`src/hw/rtl/assert_macros.svh`:
```
// Assertion helpers shared by the RTL files.
// KMM_ASSERT checks a property on every rising edge outside reset.
// KMM_ASSERT_NEXT checks that a condition leads to another one on the next edge.
`ifndef ASSERT_MACROS_SVH
`define ASSERT_MACROS_SVH
`ifndef SYNTHESIS
`define KMM_ASSERT(lbl, clk, rst, prop, msg) \
   lbl: assert property (@(posedge clk) disable iff (rst) (prop)) else $error(msg);
`define KMM_ASSERT_NEXT(lbl, clk, rst, ante, cons, msg) \
   lbl: assert property (@(posedge clk) disable iff (rst) (ante) |=> (cons)) else $error(msg);
`else
`define KMM_ASSERT(lbl, clk, rst, prop, msg)
`define KMM_ASSERT_NEXT(lbl, clk, rst, ante, cons, msg)
`endif
`endif

```
`src/hw/rtl/kmm_pkg.sv`:
```
package kmm_pkg;

   // default sizes
   localparam int DEF_MAX_LISTS = 8;
   localparam int DEF_MAX_LEN   = 1024;

   // field widths
   localparam int KIND_W = 2;
   localparam int IDX_W  = 3;
   localparam int ID_W   = 31;
   localparam int CFG_W  = 4;
   localparam int MASK_W = 8;
   localparam int CNT_W  = 14;

   // reserved id marking an exhausted list
   localparam logic [ID_W-1:0] EXHAUSTED = '1;

   // item kinds
   typedef enum logic [KIND_W-1:0] {
      KIND_LOAD  = 2'd0,
      KIND_NEXT  = 2'd1,
      KIND_CLEAR = 2'd2
   } kind_type;

   // controller states
   typedef enum logic [1:0] {
      ST_IDLE,
      ST_FILL,
      ST_MIN,
      ST_EMIT
   } state_type;

   // commands from controller to datapath
   typedef struct packed {
      logic load;
      logic clear;
      logic start;
      logic find;
      logic emit;
   } cmd_type;

   // status from datapath to controller
   typedef struct packed {
      logic merging;
      logic rsp_busy;
   } sts_type;

endpackage

```
`src/hw/rtl/kmm_ctrl.sv`:
```
`include "assert_macros.svh"

module kmm_ctrl (
   input  logic                              clock,
   input  logic                              reset,
   input  logic                              req_valid,
   output logic                              req_stall,
   input  logic [kmm_pkg::KIND_W-1:0]        req_kind,
   input  logic                              rsp_stall,
   input  kmm_pkg::sts_type                  sts,
   output kmm_pkg::cmd_type                  cmd
);

   kmm_pkg::state_type state_ff, state_in;
   logic               slot_free;

   // state register
   always_ff @(posedge clock) begin
      if (reset) begin
         state_ff <= kmm_pkg::ST_IDLE;
      end else begin
         state_ff <= state_in;
      end
   end

   // output register free, or emptied this cycle
   assign slot_free = !sts.rsp_busy || !rsp_stall;

   // next state and commands
   always_comb begin
      state_in  = state_ff;
      cmd       = '0;
      req_stall = 1'b1;
      case (state_ff)
         kmm_pkg::ST_IDLE: begin
            req_stall = 1'b0;
            if (req_valid) begin
               case (req_kind)
                  kmm_pkg::KIND_LOAD: begin
                     cmd.load = 1'b1;
                  end
                  kmm_pkg::KIND_NEXT: begin
                     if (sts.merging) begin
                        state_in = kmm_pkg::ST_MIN;
                     end else begin
                        cmd.start = 1'b1;
                        state_in  = kmm_pkg::ST_FILL;
                     end
                  end
                  kmm_pkg::KIND_CLEAR: begin
                     cmd.clear = 1'b1;
                  end
                  default: begin
                  end
               endcase
            end
         end
         kmm_pkg::ST_FILL: begin
            state_in = kmm_pkg::ST_MIN;
         end
         kmm_pkg::ST_MIN: begin
            cmd.find = 1'b1;
            state_in = kmm_pkg::ST_EMIT;
         end
         kmm_pkg::ST_EMIT: begin
            if (slot_free) begin
               cmd.emit = 1'b1;
               state_in = kmm_pkg::ST_IDLE;
            end
         end
         default: begin
            state_in = kmm_pkg::ST_IDLE;
         end
      endcase
   end

   // checks
   `KMM_ASSERT(a_cmd_single, clock, reset, $onehot0(cmd), "more than one command at once")
   `KMM_ASSERT(a_fill_after_start, clock, reset, (state_ff == kmm_pkg::ST_FILL) |-> $past(cmd.start), "head fill without a merge start")

endmodule

```
`config.mk`:
```
export PLATFORM = sky130hd
export DESIGN_NAME = kmm_ctrl
export DESIGN_NICKNAME = d
export VERILOG_FILES = /design/src/hw/rtl/kmm_pkg.sv /design/src/hw/rtl/kmm_ctrl.sv
export VERILOG_INCLUDE_DIRS = /design/src /design/src/hw/rtl
export SDC_FILE = /design/constraint.sdc
export NUM_CORES = 1
export LEC_CHECK = 0
export BUFFER_PORTS_ARGS = -buffer_cell sky130_fd_sc_hd__buf_2
export CORE_AREA = 2 2 39 41
export CTS_BUF_LIST = sky130_fd_sc_hd__clkbuf_16
export DETAILED_ROUTE_END_ITERATION = 7
export DIE_AREA = 0 0 41 43
export SYNTH_ARGS = -nofsm -noshare
export SYNTH_HDL_FRONTEND = slang
export SYNTH_SLANG_ARGS = --single-unit
export TNS_END_PERCENT = 1
```
`constraint.sdc`:
```
create_clock -name clock -period 1.9 [get_ports clock]
set_clock_uncertainty 0.1 [all_clocks]
set_input_delay 0.285 -clock clock [delete_from_list [all_inputs] [get_ports clock]]
set_output_delay 0.285 -clock clock [all_outputs]
set_load 0.05 [all_outputs]
```
After elaboration in Yosys (flattened, before gate mapping)
Index checks and enable logic that the tools add are counted.
{"block": "totals", "regBits": 2, "in_bits": 8, "out_inout_bits": 6, "elab_cells": 30}
{"block": "classes", "eq_ne": 8, "mux": 15, "reduce_logical": 6}
{"operator": "2-to-1 mux 1 bit", "count": 8}
{"operator": "2-to-1 mux 2 bit", "count": 4}
{"operator": "case mux 2 bit (4 select lines)", "count": 1}
{"operator": "== test 2 bit, second input constant", "count": 3}
{"operator": "2-to-1 mux 3 bit", "count": 2}
{"operator": "== test 2 x 1 -> 1 bit, second input constant", "count": 2}
{"operator": "logical NOT 2 bit", "count": 2}
{"operator": "inequality test 2 bit, second input constant", "count": 2}
{"operator": "AND reduction 3 bit", "count": 1}
{"operator": "logical NOT 1 bit", "count": 2}
{"operator": "inequality test 2 x 1 -> 1 bit, second input constant", "count": 1}
{"operator": "logical OR 1 bit", "count": 1}

Depth between registers and ports, before layout
{"block": "logic_depth", "ltp_word": 4, "ltp_mapped": 5, "ltp_nobuf": 5}

Worst setup path after synthesis
OpenSTA, ideal clock, no wires.
{"block": "synth_path", "path_kind": "register to output", "from": "register state_ff[0]", "to": "output cmd[2] (netlist bit)", "t_arrival_ns": 2.298, "required_time_ns": 1.515, "slack_ns": -0.783, "stages_incl_launch_ff": 5, "path_buffers": 0, "cell_sequence": "dfxtp_1 inv_1 ha_1 nand2_1 nor4b_1"}
{"item": "from (decl)", "line": "kmm_ctrl.sv:14", "source": "kmm_pkg::state_type state_ff, state_in;"}
{"item": "from (signal assigned)", "line": "kmm_ctrl.sv:20", "source": "state_ff <= kmm_pkg::ST_IDLE;"}
{"item": "from (signal assigned)", "line": "kmm_ctrl.sv:22", "source": "state_ff <= state_in;"}
{"item": "to (decl)", "line": "kmm_ctrl.sv:11", "source": "output kmm_pkg::cmd_type cmd"}

==> out/metrics.yaml <==
grt_first_pass_wirelength_um: 724
grt.overflow.total: 0
post-route-period-util_pct: 95.7
max_stage_delay_ns: 0.32
powerDensity_nw_per_um2: 1860
synth_area_leader_cell: "ha_1"
dp_hpwl_um: 387
area_delta_synth_final_pct: 82.0
synth_top_area_share_pct: 23.3
wire_per_inst_um: 8.95
cp.required_ns: 1.51
port_buffers: 13
fmax_mhz: 550
place_ws_ns: 0.234
coreArea_um2: 1380
grt.busiest_layer: "met4"
hp-class: "input pin to register"
top_register: "state_ff"
vias_per_cell: 3.98
ios: 14
drtIter0Drc: 0
worstMarginPinSlew_ns: 0.250
endpoint_kind: "output pin"
cts_tree: "done"
final-max-slew-violation-count: 0
critPathSlowestCell: "dfxtp_1"
use_met2_pct: 9.38
detail_route.first_pass.iterations: 1
yosys-top-cells-area: "ha_1 23%, dfxtp_1 19%, mux2i_1 9.3%"
reg_top3: "state_ff: 2 flops"
finalHoldViolCount: 0
syn_area_per_cell_um2: 8.97
met3_usage_pct: 4.71
cp_max_fo: 3
setup_viol_count_final: 0
startpoint_type: "register"
antenna_found_initial: 0
dpl_cell_area_um2: 312
crit_type: "register to output pin"
start_util_pct: 15.6
ys_seq_elements: 2
ys.warnings.count: 0
dieHeight_um: 43
place.gp.congestion: 0.614
worst_hold_slack_ns: 0.280
grt_max_degree: 5
drive_above_1_share_pct: 50.0
finalPower_mw: 0.727
grt.total_usage_pct: 7.21
slew-limit-headroom_pct: 83.4
row_count: 14
dieArea_um2: 1760
h-tree-depth: 1
largest_reg_flops: 2
layout_setup_ws_ns: 0.0825
leakage_nw: 0.200
vdd_drop_max_v: 0.000411
grtUsageMet1_pct: 5.75
cts.sinks: 2
clk-insertion-delay-late_ns: 0.22
ant_nets: 0
rsz0062_at_grt: "false"
cts-hold-fix-buffers: 0
post-route-util_pct: 28.3
die_x_um: 41
arrival_ns: 1.43
outcome: "completed"
clock_path_buffers: 2
r2r_cells: 4
drc: 0
syn_area_um2: 215
cts-root-buf: "clkbuf_16"
layout.nets: 54
holdPathStages: 3
stdcell_area_um2: 392
maxCapViolCount: 0
antennaDiodeCount: 0
grt_pass1_vias: 208
synthCells: 24
clk_pin_slew_ns: 0.03
period_minus_slack_ns: 1.82
syn_nets: 36
drt_wl_total_um: 501
crit_chain: "inv_1 > ha_2 > nand2_1 > nor4b_2 > buf_4"
via_count: 223
yosysUniqueCellTypes: 15
synth_seq_area_share_pct: 18.6
numCtsBuffers: 3
==> kinds of logic (layout without fill, tap and decap cells) <==
logic type,count (synthesis),in the layout,share of synthesized area [%]
buffers and inverters,3,19,5.23
multiplexers,3,3,14.5
flip-flops,2,2,18.6
AND/OR/NAND/NOR,9,9,23.3
adder cells (fa/ha/maj),4,4,23.3
AO/OA/AOI/OAI,3,3,15.1
==> cells in the mapped netlist <==
| cell | n |
|---|---|
| a211o_1 | 1 |
| a21boi_0 | 1 |
| a32oi_2 | 1 |
| dfxtp_1 | 2 |
| ha_1 | 4 |
| inv_1 | 3 |
| mux2_1 | 1 |
| mux2i_1 | 2 |
| nand2_1 | 1 |
| nand2b_1 | 1 |
| nand3b_1 | 1 |
| nor2_1 | 3 |
| nor3_1 | 1 |
| nor3b_1 | 1 |
| nor4b_1 | 1 |
==> placed cells by master (no fill, tap or decap), drive strengths merged, types with 2 or more instances in the layout <==
master,netlist,layout
buf,0,13
ha,4,4
inv,3,3
nor2,3,3
clkbuf,0,3
mux2i,2,2
dfxtp,2,2
==> worst max-delay path: cells and delay by family, from the launching register on <==
kind,cells,cell delay (ns)
DFF,1,0.32
buffers and inverters,2,0.35
adders and majority gates,1,0.21
and+or+nand+nor,2,0.34
==> worst paths after layout <==
check / startpoint / endpoint / slack (ns)
worst max-delay path: state_ff[0] / cmd[2] / 0.08
worst min-delay path: reset / state_ff[0] / 0.28
worst max register to register: state_ff[0] / state_ff[1] / 0.48
worst min register to register: state_ff[0] / state_ff[0] / 0.40
==> power by group <==
| part | switching, mW | internal, mW |
|---|---|---|
| Clock | 0.0513 | 0.268 |
| Combinational | 0.218 | 0.116 |
| Sequential | 0.0142 | 0.0603 |
| Total | 0.283 | 0.444 |
==> layout make-up <==
cell class / count / area (um^2)
Fill cell: 161 / 992
Sequential cell: 2 / 40.0
Multi-Input combinational cell: 19 / 178
Tap cell: 16 / 20.0
Inverter: 3 / 11.3
Clock buffer: 3 / 75.1
Timing Repair Buffer: 13 / 67.6
==> routing by layer <==
layer	wire length, um	vias to the layer above	share of wire [%]
li1	-	117	-
met1	222	89	44
met2	198	15	40
met3	62	2	12
met4	19	0	3.8
met5	0	-	0
==> per-stage QoR <==
| stage | setup TNS [ns] | cells |
|---|---|---|
| after detailed placement | 0 | 53 |
| after global placement | 0 | 53 |
| after CTS | 0 | 56 |
| after global routing | 0 | 56 |
| final | 0 | 56 |
| after floorplan | -0.492 | 24 |
==> timing repair <==
action	CTS	global route
setup endpoints to repair	0	2
buffers inserted	0	0
resized for setup	0	3
Power figures use the tool's default switching activity.
